<file path="config.mk">
export PLATFORM = sky130hd
export DESIGN_NAME = keyed_mutex_manager
export DESIGN_NICKNAME = d
export VERILOG_FILES = /design/src/sv/kmm_pkg.sv /design/src/sv/keyed_mutex_manager.sv /design/src/sv/kmm_ram.sv
export VERILOG_INCLUDE_DIRS = /design/src /design/src/sv
export SDC_FILE = /design/constraint.sdc
export NUM_CORES = 2
export LEC_CHECK = 0
export BUFFER_PORTS_ARGS = -buffer_cell sky130_fd_sc_hd__buf_2
export CORE_MARGIN = 2
export CORE_UTILIZATION = 41
export DETAILED_ROUTE_END_ITERATION = 7
export SYNTH_ARGS = -nofsm -noshare
export SYNTH_HDL_FRONTEND = slang
export SYNTH_SLANG_ARGS = --single-unit
</file>
<file path="constraint.sdc">
create_clock -name i_clk -period 7.26 [get_ports i_clk]
set_input_delay 0 -clock i_clk [delete_from_list [all_inputs] [get_ports i_clk]]
set_output_delay 0 -clock i_clk [all_outputs]
set_load 0.005 [all_outputs]
</file>
<file path="src/sv/keyed_mutex_manager_macros.svh">
// ----------------------------------------------------------------------------
// Keyed mutex manager assertion macros
// Concurrent assertion helpers that compile away under synthesis.
// ----------------------------------------------------------------------------
`ifndef KEYED_MUTEX_MANAGER_MACROS_SVH
`define KEYED_MUTEX_MANAGER_MACROS_SVH

`ifndef SYNTHESIS

// The condition holds at every clock edge outside reset.
`define KMM_ASSERT_ALWAYS(label, clk, rst_n, cond, msg) \
    label: assert property (@(posedge clk) disable iff (!rst_n) (cond)) \
        else $error(msg);

// The consequence holds in the cycle after the antecedent.
`define KMM_ASSERT_NEXT(label, clk, rst_n, ante, cons, msg) \
    label: assert property (@(posedge clk) disable iff (!rst_n) (ante) |=> (cons)) \
        else $error(msg);

// The consequence holds in the same cycle as the antecedent.
`define KMM_ASSERT_IMPL(label, clk, rst_n, ante, cons, msg) \
    label: assert property (@(posedge clk) disable iff (!rst_n) (ante) |-> (cons)) \
        else $error(msg);

`else

`define KMM_ASSERT_ALWAYS(label, clk, rst_n, cond, msg)
`define KMM_ASSERT_NEXT(label, clk, rst_n, ante, cons, msg)
`define KMM_ASSERT_IMPL(label, clk, rst_n, ante, cons, msg)

`endif

`endif

</file>
<file path="src/sv/kmm_pkg.sv">
// ----------------------------------------------------------------------------
// Keyed mutex manager package
// Sizes, field widths, request kinds and status codes shared by the block.
// ----------------------------------------------------------------------------
`default_nettype none

package kmm_pkg;

    localparam int LOCK_COUNT = 16;
    localparam int TASK_COUNT = 16;

    // Fixed widths of the word fields.
    localparam int KEY_W    = 32;
    localparam int IDX_W    = 4;
    localparam int TASK_W   = 4;
    localparam int TYPE_W   = 2;
    localparam int STATUS_W = 3;

    // Internal widths derived from the table sizes.
    localparam int LOCK_IW = (LOCK_COUNT > 1) ? $clog2(LOCK_COUNT) : 1;
    localparam int TASK_IW = (TASK_COUNT > 1) ? $clog2(TASK_COUNT) : 1;
    localparam int USED_W  = $clog2(LOCK_COUNT + 1);
    localparam int WCNT_W  = $clog2(TASK_COUNT + 1);
    localparam int WADDR_W = LOCK_IW + TASK_IW;

    // Request kinds.
    localparam logic [TYPE_W-1:0] REQ_OPEN    = 2'd0;
    localparam logic [TYPE_W-1:0] REQ_ACQUIRE = 2'd1;
    localparam logic [TYPE_W-1:0] REQ_RELEASE = 2'd2;

    // Status codes.
    localparam logic [STATUS_W-1:0] ST_OK      = 3'd0;
    localparam logic [STATUS_W-1:0] ST_BLOCKED = 3'd1;
    localparam logic [STATUS_W-1:0] ST_FULL    = 3'd2;
    localparam logic [STATUS_W-1:0] ST_BADIDX  = 3'd3;
    localparam logic [STATUS_W-1:0] ST_QFULL   = 3'd4;

    // Stream word widths.
    localparam int S_DATA_W = 40;
    localparam int M_DATA_W = 16;

endpackage

`default_nettype wire

</file>
<file path="src/sv/keyed_mutex_manager.sv">
// ----------------------------------------------------------------------------
// Keyed mutex manager
// Lock table with key lookup and a FIFO wait queue for every lock.
// ----------------------------------------------------------------------------
// Usage:
// A request word enters on the s_axis channel. tuser carries the request
// kind (open, acquire, release); tdata carries the key, the lock index and
// the requesting task. Exactly one result word leaves on the m_axis channel
// for every request: a status, the index returned by an open, and on a
// release the task that was woken and now owns the lock (tuser high).
// The block works on one request at a time and holds s_axis_tready low
// until the result has been placed in the output register.
// Acquire and release pass through the execute state to the done state;
// a release that wakes a waiter adds a wake state for the waiter memory read.
// An open scans the allocated keys one at a time through a single key
// memory port and comparator, with a read state and a compare state per
// key; it ends at the first match, and when all allocated keys miss it
// goes on to the execute state to allocate a new entry (or report full).
// Reset clears the lock table count, the held flags and all queue pointers
// at once; the key and waiter memories need no clearing pass.
// When the receiver stalls, the result waits in the output register; the
// next request is still accepted and processed, and its result is held
// back until the output register is free.
// ----------------------------------------------------------------------------
`default_nettype none

`include "keyed_mutex_manager_macros.svh"

module keyed_mutex_manager
    import kmm_pkg::*;
(
    input  wire logic                i_clk,
    input  wire logic                i_rst_n,
    // Request channel.
    input  wire logic                s_axis_tvalid,
    output      logic                s_axis_tready,
    // tdata: lock_key[31:0], lock_index[35:32], requester_task[39:36]
    input  wire logic [S_DATA_W-1:0] s_axis_tdata,
    // tuser: req_type[1:0]
    input  wire logic [TYPE_W-1:0]   s_axis_tuser,
    // Result channel.
    output      logic                m_axis_tvalid,
    input  wire logic                m_axis_tready,
    // tdata: status[2:0], index_out[6:3], woken_task[10:7], zero fill above
    output      logic [M_DATA_W-1:0] m_axis_tdata,
    // tuser: woken_valid[0]
    output      logic                m_axis_tuser
);

    // Sequencer states.
    localparam logic [2:0] S_IDLE  = 3'd0;
    localparam logic [2:0] S_KREAD = 3'd1;
    localparam logic [2:0] S_KCMP  = 3'd2;
    localparam logic [2:0] S_EXEC  = 3'd3;
    localparam logic [2:0] S_WAKE  = 3'd4;
    localparam logic [2:0] S_DONE  = 3'd5;

    localparam int CMP_W = USED_W + IDX_W;

    logic [2:0]          r_state, n_state;

    // Latched request.
    logic [TYPE_W-1:0]   r_type;
    logic [KEY_W-1:0]    r_key;
    logic [IDX_W-1:0]    r_idx;
    logic [TASK_W-1:0]   r_task;

    // Key scan counter.
    logic [LOCK_IW-1:0]  r_cnt, n_cnt;

    // Lock table state.
    logic [USED_W-1:0]   r_used;
    logic                r_held   [LOCK_COUNT];
    logic [TASK_IW-1:0]  r_head   [LOCK_COUNT];
    logic [WCNT_W-1:0]   r_wcount [LOCK_COUNT];

    // Result being built.
    logic [STATUS_W-1:0] r_res_status, n_res_status;
    logic [IDX_W-1:0]    r_res_index, n_res_index;
    logic                r_res_wvalid, n_res_wvalid;
    logic [TASK_W-1:0]   r_res_wtask, n_res_wtask;

    // Output register.
    logic                r_m_valid;
    logic [M_DATA_W-1:0] r_m_data;
    logic                r_m_user;

    // Memories.
    logic                key_we;
    logic [KEY_W-1:0]    key_rdata;
    logic                wq_we;
    logic [WADDR_W-1:0]  wq_waddr;
    logic [WADDR_W-1:0]  wq_raddr;
    logic [TASK_W-1:0]   wq_rdata;

    // Table updates decided by the sequencer.
    logic                used_inc;
    logic                held_set, held_clr;
    logic                wq_push, wq_pop;

    logic                s_accept;
    logic                out_free;
    logic [LOCK_IW-1:0]  lidx;
    logic                idx_ok;
    logic [TASK_IW-1:0]  cur_head;
    logic [WCNT_W-1:0]   cur_count;
    logic [WCNT_W:0]     slot_sum;
    logic [TASK_IW-1:0]  tail_slot;
    logic [TASK_IW-1:0]  head_next;
    logic                scan_last;

    assign s_accept = s_axis_tvalid && s_axis_tready;
    assign out_free = !r_m_valid || m_axis_tready;
    assign lidx     = LOCK_IW'(r_idx);
    assign idx_ok   = CMP_W'(r_idx) < CMP_W'(r_used);
    assign cur_head  = r_head[lidx];
    assign cur_count = r_wcount[lidx];

    // Tail slot of the circular queue: head plus count, wrapped once.
    assign slot_sum = (WCNT_W+1)'(cur_head) + (WCNT_W+1)'(cur_count);
    always_comb begin
        if (slot_sum >= (WCNT_W+1)'(TASK_COUNT)) begin
            tail_slot = TASK_IW'(slot_sum - (WCNT_W+1)'(TASK_COUNT));
        end else begin
            tail_slot = TASK_IW'(slot_sum);
        end
    end

    assign head_next = (cur_head == TASK_IW'(TASK_COUNT - 1)) ? '0 : cur_head + 1'b1;
    assign scan_last = (USED_W'(r_cnt) + 1'b1) >= r_used;

    assign wq_waddr = {lidx, tail_slot};
    assign wq_raddr = {lidx, cur_head};
    assign wq_we    = wq_push;

    kmm_ram #(
        .DEPTH (LOCK_COUNT),
        .WIDTH (KEY_W)
    ) u_key_ram (
        .i_clk   (i_clk),
        .i_we    (key_we),
        .i_waddr (LOCK_IW'(r_used)),
        .i_wdata (r_key),
        .i_raddr (r_cnt),
        .o_rdata (key_rdata)
    );

    kmm_ram #(
        .DEPTH (2 ** WADDR_W),
        .WIDTH (TASK_W)
    ) u_wait_ram (
        .i_clk   (i_clk),
        .i_we    (wq_we),
        .i_waddr (wq_waddr),
        .i_wdata (r_task),
        .i_raddr (wq_raddr),
        .o_rdata (wq_rdata)
    );

    // Sequencer.
    always_comb begin
        n_state      = r_state;
        n_cnt        = r_cnt;
        n_res_status = r_res_status;
        n_res_index  = r_res_index;
        n_res_wvalid = r_res_wvalid;
        n_res_wtask  = r_res_wtask;
        key_we       = 1'b0;
        used_inc     = 1'b0;
        held_set     = 1'b0;
        held_clr     = 1'b0;
        wq_push      = 1'b0;
        wq_pop       = 1'b0;

        case (r_state)
            S_IDLE: begin
                if (s_accept) begin
                    n_cnt        = '0;
                    n_res_status = ST_OK;
                    n_res_index  = '0;
                    n_res_wvalid = 1'b0;
                    n_res_wtask  = '0;
                    if (s_axis_tuser == REQ_OPEN && r_used != '0) begin
                        n_state = S_KREAD;
                    end else begin
                        n_state = S_EXEC;
                    end
                end
            end
            S_KREAD: begin
                n_state = S_KCMP;
            end
            S_KCMP: begin
                if (key_rdata == r_key) begin
                    n_res_index = IDX_W'(r_cnt);
                    n_state     = S_DONE;
                end else if (scan_last) begin
                    n_state = S_EXEC;
                end else begin
                    n_cnt   = r_cnt + 1'b1;
                    n_state = S_KREAD;
                end
            end
            S_EXEC: begin
                n_state = S_DONE;
                case (r_type)
                    REQ_OPEN: begin
                        // Reached only when the key was not found.
                        if (r_used == USED_W'(LOCK_COUNT)) begin
                            n_res_status = ST_FULL;
                        end else begin
                            key_we      = 1'b1;
                            used_inc    = 1'b1;
                            n_res_index = IDX_W'(r_used);
                        end
                    end
                    REQ_ACQUIRE: begin
                        if (!idx_ok) begin
                            n_res_status = ST_BADIDX;
                        end else if (!r_held[lidx]) begin
                            held_set = 1'b1;
                        end else if (cur_count == WCNT_W'(TASK_COUNT)) begin
                            n_res_status = ST_QFULL;
                        end else begin
                            wq_push      = 1'b1;
                            n_res_status = ST_BLOCKED;
                        end
                    end
                    REQ_RELEASE: begin
                        if (!idx_ok) begin
                            n_res_status = ST_BADIDX;
                        end else if (cur_count == '0) begin
                            held_clr = 1'b1;
                        end else begin
                            // The waiter memory read of the head slot is under way.
                            n_state = S_WAKE;
                        end
                    end
                    default: begin
                        n_res_status = ST_OK;
                    end
                endcase
            end
            S_WAKE: begin
                wq_pop       = 1'b1;
                n_res_wvalid = 1'b1;
                n_res_wtask  = wq_rdata;
                n_state      = S_DONE;
            end
            S_DONE: begin
                if (out_free) begin
                    n_state = S_IDLE;
                end
            end
            default: begin
                n_state = S_IDLE;
            end
        endcase
    end

    // No word is taken while reset is held.
    assign s_axis_tready = (r_state == S_IDLE) && i_rst_n;

    always_ff @(posedge i_clk) begin
        if (!i_rst_n) begin
            r_state <= S_IDLE;
        end else begin
            r_state <= n_state;
        end
    end

    always_ff @(posedge i_clk) begin
        r_cnt        <= n_cnt;
        r_res_status <= n_res_status;
        r_res_index  <= n_res_index;
        r_res_wvalid <= n_res_wvalid;
        r_res_wtask  <= n_res_wtask;
        if (s_accept) begin
            r_type <= s_axis_tuser;
            r_key  <= s_axis_tdata[KEY_W-1:0];
            r_idx  <= s_axis_tdata[KEY_W+IDX_W-1:KEY_W];
            r_task <= s_axis_tdata[KEY_W+IDX_W+TASK_W-1:KEY_W+IDX_W];
        end
    end

    // Lock table.
    always_ff @(posedge i_clk) begin
        if (!i_rst_n) begin
            r_used <= '0;
            for (int i = 0; i < LOCK_COUNT; i++) begin
                r_held[i]   <= 1'b0;
                r_head[i]   <= '0;
                r_wcount[i] <= '0;
            end
        end else begin
            if (used_inc) begin
                r_used <= r_used + 1'b1;
            end
            if (held_set) begin
                r_held[lidx] <= 1'b1;
            end
            if (held_clr) begin
                r_held[lidx] <= 1'b0;
            end
            if (wq_push) begin
                r_wcount[lidx] <= cur_count + 1'b1;
            end
            if (wq_pop) begin
                r_wcount[lidx] <= cur_count - 1'b1;
                r_head[lidx]   <= head_next;
            end
        end
    end

    // Output register.
    always_ff @(posedge i_clk) begin
        if (!i_rst_n) begin
            r_m_valid <= 1'b0;
        end else if (r_state == S_DONE && out_free) begin
            r_m_valid <= 1'b1;
        end else if (m_axis_tready) begin
            r_m_valid <= 1'b0;
        end
    end

    always_ff @(posedge i_clk) begin
        if (r_state == S_DONE && out_free) begin
            r_m_data <= M_DATA_W'({r_res_wtask, r_res_index, r_res_status});
            r_m_user <= r_res_wvalid;
        end
    end

    assign m_axis_tvalid = r_m_valid;
    assign m_axis_tdata  = r_m_data;
    assign m_axis_tuser  = r_m_user;

    // Assertions.
    `KMM_ASSERT_NEXT(a_busy, i_clk, i_rst_n, s_accept, !s_axis_tready, "accepted while busy")
    `KMM_ASSERT_ALWAYS(a_used, i_clk, i_rst_n, r_used <= USED_W'(LOCK_COUNT), "count overflow")
    `KMM_ASSERT_IMPL(a_held, i_clk, i_rst_n, cur_count != '0, r_held[lidx], "queue on free lock")
    `KMM_ASSERT_IMPL(a_wake, i_clk, i_rst_n, r_res_wvalid, r_res_status == ST_OK, "wake not ok")

endmodule

`default_nettype wire

</file>
<file path="src/sv/kmm_ram.sv">
// ----------------------------------------------------------------------------
// Keyed mutex manager RAM
// Simple dual-port memory with one write port and a registered read port.
// ----------------------------------------------------------------------------
`default_nettype none

module kmm_ram #(
    parameter int DEPTH = 16,
    parameter int WIDTH = 8
) (
    input  wire logic                     i_clk,
    input  wire logic                     i_we,
    input  wire logic [$clog2(DEPTH)-1:0] i_waddr,
    input  wire logic [WIDTH-1:0]         i_wdata,
    input  wire logic [$clog2(DEPTH)-1:0] i_raddr,
    output      logic [WIDTH-1:0]         o_rdata
);

    logic [WIDTH-1:0] r_mem [DEPTH];

    always_ff @(posedge i_clk) begin
        if (i_we) begin
            r_mem[i_waddr] <= i_wdata;
        end
        o_rdata <= r_mem[i_raddr];
    end

endmodule

`default_nettype wire

</file>
# After elaboration in Yosys (flattened, before gate mapping)
# Memories as Yosys holds them, arrays and structs flattened. A register that Yosys moved wholly into a read port is not among the register bits.
# Index checks and enable logic that the tools add are counted.
dict set report totals {
  memories 5
  ff_bits 79
  wordCells 156
  mem_bits_rw 1696
  input_bits 46
  output_inout_bits 19
}
dict set report classes {
  n_bitwise 2
  add_sub_neg 8
  order_cmp 3
  mux 79
  n_eq_ne 21
  reduce_logical 24
}
# name depth word_bits rd rd_ports_with_merged_regs wr line_no
set mem_list {}
lappend mem_list {u_wait_ram.r_mem 256 4 1 1 1 kmm_ram.sv:19} ;# logic [WIDTH-1:0] r_mem [DEPTH];
lappend mem_list {u_key_ram.r_mem 16 32 1 1 1 kmm_ram.sv:19}
lappend mem_list {r_wcount 16 5 1 1 16 keyed_mutex_manager.sv:75} ;# logic [WCNT_W-1:0] r_wcount [LOCK_COUNT];
lappend mem_list {r_head 16 4 1 1 16 keyed_mutex_manager.sv:74} ;# logic [TASK_IW-1:0] r_head [LOCK_COUNT];
lappend mem_list {r_held 16 1 1 1 16 keyed_mutex_manager.sv:73} ;# logic r_held [LOCK_COUNT];
# op n
set ops {}
lappend ops {{$mux 4} 15}
lappend ops {{$mux 1} 44}
lappend ops {{$eq 32x32->1} 1}
lappend ops {{$mux 3} 9}
lappend ops {{$pmux 3 s6} 1}
lappend ops {{$pmux 4 s2} 2}
lappend ops {{$ne 2x2->1 const B} 6}
lappend ops {{$pmux 4 s3} 1}
lappend ops {{$add 5x1->5 const B} 2}
lappend ops {{$eq 5x5->1 const B} 2}
lappend ops {{$mux 5} 2}
lappend ops {{$reduce_and 5->1} 2}
lappend ops {{$pmux 3 s3} 1}
lappend ops {{$add 4x1->4 const B} 2}
lappend ops {{$reduce_bool 2->1} 4}
lappend ops {{$add 4x5->6} 1}
lappend ops {{$eq 3x2->1 const B} 2}
lappend ops {{$eq 3x3->1 const B} 2}
lappend ops {{$ge 6x5->1 const B} 1}
lappend ops {{$ne 3x3->1 const B} 2}
lappend ops {{$pmux 3 s2} 1}
lappend ops {{$add 4x1->5 const B} 1}
lappend ops {{$ge 5x5->1} 1}
lappend ops {{$logic_not 5->1} 1}
lappend ops {{other kinds (24)} 31}

# Depth between registers and ports, before layout
dict set report depth {
  ltp_word 12
  depth_mapped 22
  depth_no_buf 13
}

# By module
# From an unflattened synthesis, not the netlist that was laid out.
dict set report hier_totals {
  hier_cells 3775
  area_unflattened_um2 72005.3
}
# mod n_inst cells_each area_per_inst_um2
set by_module_without_submodules {}
lappend by_module_without_submodules {{kmm_ram at u_wait_ram} 1 2051 40675.3}
lappend by_module_without_submodules {{kmm_ram at u_key_ram} 1 838 19854.0}
lappend by_module_without_submodules {keyed_mutex_manager 1 886 11476.0}

# Worst setup path after synthesis
# OpenSTA, ideal clock, no wires.
dict set report synth_timing {
  kind {reg2reg}
  from {register (tool-made name)}
  to {memory u_wait_ram.r_mem[19][0] (netlist bit) (enable)}
  n_path_buf 7
  setup_ns 0.329
  synth_period_minus_slack_ns 4.453
  stages_incl_launch_ff 19
  setup_slack_ns 2.807
  t_arrival_ns 4.123
  cell_sequence {dfxtp_1 > buf_6 > mux4_2 > mux2_2 > and2_1 > buf_6 > nor2_8 > inv_2 > buf_4 > buf_2 > buf_4 > buf_2 > ha_1 > fa_1 > xor2_1 > nor2_1 > nand3_1 > clkbuf_1 > nor2_1}
}
# item line_no
set synth_rtl {}
lappend synth_rtl {{end: declaration} kmm_ram.sv:19}

==> results.md <==
- Run status: finished clean
- Mux cell area share after synthesis: under 10%
- Post-cts sizing count: 0
- Crit path kind: reg2reg
- # Max-Cap Violations: 0
- Number of synthesized flops with an enable pin: between 1,500 and 2,000
- Synth area leaders: edfxtp_1 (72%), mux4_2 (6.8%), nand2_1 (3.4%)
- FF/Latch Area: around 54,000 µm²
- Net count, final: 4,883
- Io pins: 65
- Post-CTS setup buffers: 0
- Clock root buffer: clkbuf_16
- Synthesis-stage register bit count: about 1,800
- Async set or reset register ratio after synthesis: 0%
- Post-synthesis to final-layout area growth: 13.1%
- Synth Cell Area: between 70,000 and 80,000 µm²
- Setup violations, final: 0
- Detail-routed via count per cell: 5.81
- Die area: around 180,000 µm²
- Initial Util: 41.2%
- Syn_area_per_cell: 15.6 µm²
- Post-Synthesis Cells: approximately 4,700
- DP HPWL: between 100 and 150 mm
- Initial antenna violation count: 6
- Largest net degree at the start of global routing: 190
- Leak: between 0.02 and 0.03 µW
- Synth Area in Compound Gates: under 10%
- Setup tns final: 0 ps
- Die Span X: between 400 and 500 µm
- # port buffers: 59
- Max Fclk: about 170 MHz
- WP data arrival: around 6600 ps
- Seq/Total Area, Yosys: around 74%
- Wire per inst: about 27 µm
- Share of layout cells above drive strength 1: between 10% and 20%
- CTS tree: done
- Total length of routed wires: about 200 mm
- Area of the multi-input gates: 18,000 µm²
- Hold_buf cts: 87
- Final Cycle Share: between 80% and 90%
- CTS max path bufs: 3
- Main combinational cell family by area after synthesis: simple AND/OR/NAND/NOR gates
- Slowest cell delay on critical path: 980 ps
- Max_slew headroom: under 10%
- First-pass DRT Iterations: 6
- Hold crit path type: in2reg
- Total GRT Usage: between 20% and 30%
- Post-Synth Adder-Cell Area: less than 1%
- Worst hold margin: 74.8 ps
- Placed inst area: 76,100 µm²
- Clock-pin slew on the worst setup and hold paths: about 60 ps
- Worst path slowest cell: dfxtp_2
- Core Region: around 180,000 µm²
- Row count: 155
- Unrepaired setup endpoints after global routing: false
- H-tree Lvls: 4
- Residual DRC: 0
- Final Hold Viols: 0
- Primary FF master, synth: edfxtp_1
- Worst Slack Setup Final: roughly 1400 ps
- Crit path cell chain: nor2_1 > a22oi_1 > nand3b_1 > nand2_8 > buf_12 > a2111oi_0 > nor4b_1 > nor2b_1 > a31oi_1 > o32ai_1 > o22ai_1
- Non-Filler Instances: about 7,300
- First DRT Iteration DRCs: ~5,200
- Worst Path Max Fanout: 75
- Synth Warn #: 0
- Req. time, crit path: ~8000 ps
- Placer Congestion: 0.870
- Die Span Y: between 400 and 500 µm
- DRT antenna net count: 0
- Skew-Pair Late Insertion Delay: between 800 and 900 ps
- XOR/XNOR share of the synthesized area: less than 1%
- Setup slack at placement: around 1500 ps
- Reg-to-reg setup timing slack: 1440 ps
- CP Launch Type: flop
- Worst-Margin Slew: between 1000 and 1500 ps
- DP Cell Count: between 6,000 and 7,000
- Synth unique cells: 88
- Pins Over Slew Limit: 0
- Clock sink count: roughly 1,800
- Crit path capture type: flop
- Via Count: approximately 43,000
- Power Density: ~300 nW/µm²
- Grt ovf: 0
- Fill count: 15,207
- Final Critical Period: 5820 ps
- Share of the synthesized area in the top cell type: slightly above 70%
- Simple-gate portion of the synthesized area: around a tenth
- Worst clock skew: approximately 53 ps
- Top cell type by total area after synthesis: edfxtp_1
- Maximum VDD drop: roughly 0.00024 V
- Inserted Clock Buffers: approximately 180
- Finished Cell Area: between 80,000 and 90,000 µm²
- First-pass GRT wire length: 286 mm
- Vias in the first global route: about 42,000
[power by group]
group | switching [µW] | leakage, µW | internal (µW)
clock network | 3950 | 0.00287 | 5290
registers | 164 | 0.0165 | 11700
logic | 2860 | 0.00731 | 1300
total | 6980 | 0.0266 | 18300
[synth_stat cells (7+ instances only)]
library cell / instances
nand3_1: 182
a21o_1: 7
clkbuf_1: 160
mux4_2: 222
nand2b_1: 12
o22ai_1: 13
a32oi_1: 49
a21oi_1: 47
nand4_1: 45
a2111oi_0: 14
and3_1: 105
a221oi_1: 7
o211ai_1: 33
o211a_1: 13
nor2_1: 469
o2111ai_1: 7
a31o_2: 8
inv_1: 12
nor4_1: 15
a211oi_1: 65
buf_4: 22
dfxtp_1: 65
a41oi_1: 19
o21ai_0: 86
nand2_1: 667
edfxtp_1: 1750
buf_6: 13
nor3_1: 29
buf_1: 26
mux2_2: 17
a31oi_1: 74
xnor2_1: 13
xor2_1: 34
and4_1: 8
a311oi_1: 20
buf_2: 100
a22oi_1: 13
ha_1: 20
nor3b_1: 17
mux2i_1: 95
nor2b_1: 16
and2_1: 14
[registers in the layout, indices dropped and copies added, names as in the netlist, 5 cells and up, named ones only]
register,cells
r_head,64
r_wcount,80
u_key_ram.o_rdata,32
u_wait_ram.r_mem,1024
r_held,16
r_used,5
u_key_ram.r_mem,512
m_axis_tdata,11
r_key,32
[cell usage in the layout, fill, tap and decap left out, types with 63 or more instances in the layout]
| cell type | instances |
|---|---|
| edfxtp_1 | 1750 |
| nand3_1 | 181 |
| mux4_2 | 222 |
| buf_4 | 99 |
| and3_1 | 105 |
| clkbuf_16 | 181 |
| a211oi_1 | 65 |
| nand2_1 | 666 |
| dlygate4sd3_1 | 87 |
| nor2_1 | 451 |
| dfxtp_1 | 63 |
| mux2i_1 | 95 |
| a31oi_1 | 74 |
| o21ai_0 | 86 |
[stage by stage]
stage | total power, µW | util, %
4_1_cts | 25300 | 46.6
6_report | 25200 | 46.6
5_1_grt | 26000 | 46.6
3_3_place_gp | 16100 | 42.8
3_5_place_dp | 16100 | 42.8
2_1_floorplan | 14600 | -
[critical path, delay by kind of cell, from the launching register on]
family	cells	cell delay, ps
and+or+nand+nor	5	2850
buffers and inverters	1	380
DFF	1	980
AOI/OAI and AO/OA	5	1520
[cells by family (layout without fill, tap and decap cells)]
logic type               count (synthesis)  count (layout)
AO/OA/AOI/OAI                          531             531
multiplexers                           334             334
AND/OR/NAND/NOR                       1608            1608
flip-flops                            1815            1815
buffers and inverters                  339             607
XOR/XNOR                                47              47
adder cells (fa/ha/maj)                 22              22
other                                    1               8
[metal layers]
| layer | track usage [%] | share of wire, % |
|---|---|---|
| met3 | 3.89 | 8.6 |
| met5 | 0 | 0 |
| met1 | 30.5 | 42 |
| met2 | 32.9 | 46 |
| met4 | 7.23 | 3.1 |
[final cells by class]
type	instances	area share, %
clock inverters	94	1.20
flip-flops and latches	1815	65.0
clock buffers	241	5.91
inverters	17	0.0891
diodes	3	0.00906
well taps	2355	3.56
repair buffers	255	2.55
multi-input cells	2547	21.7
[path summary, 6_finish.rpt]
kind,from,endpoint,depth (start not counted)
worst max register to register,flop,u_wait_ram.o_rdata[2],11
worst min register to register,r_res_wvalid,m_axis_tuser,0
worst min-delay path,s_axis_tdata[33],lidx[1],2
worst max-delay path,flop,u_wait_ram.o_rdata[2],11
No activity file was read; power rests on OpenSTA's default activity.
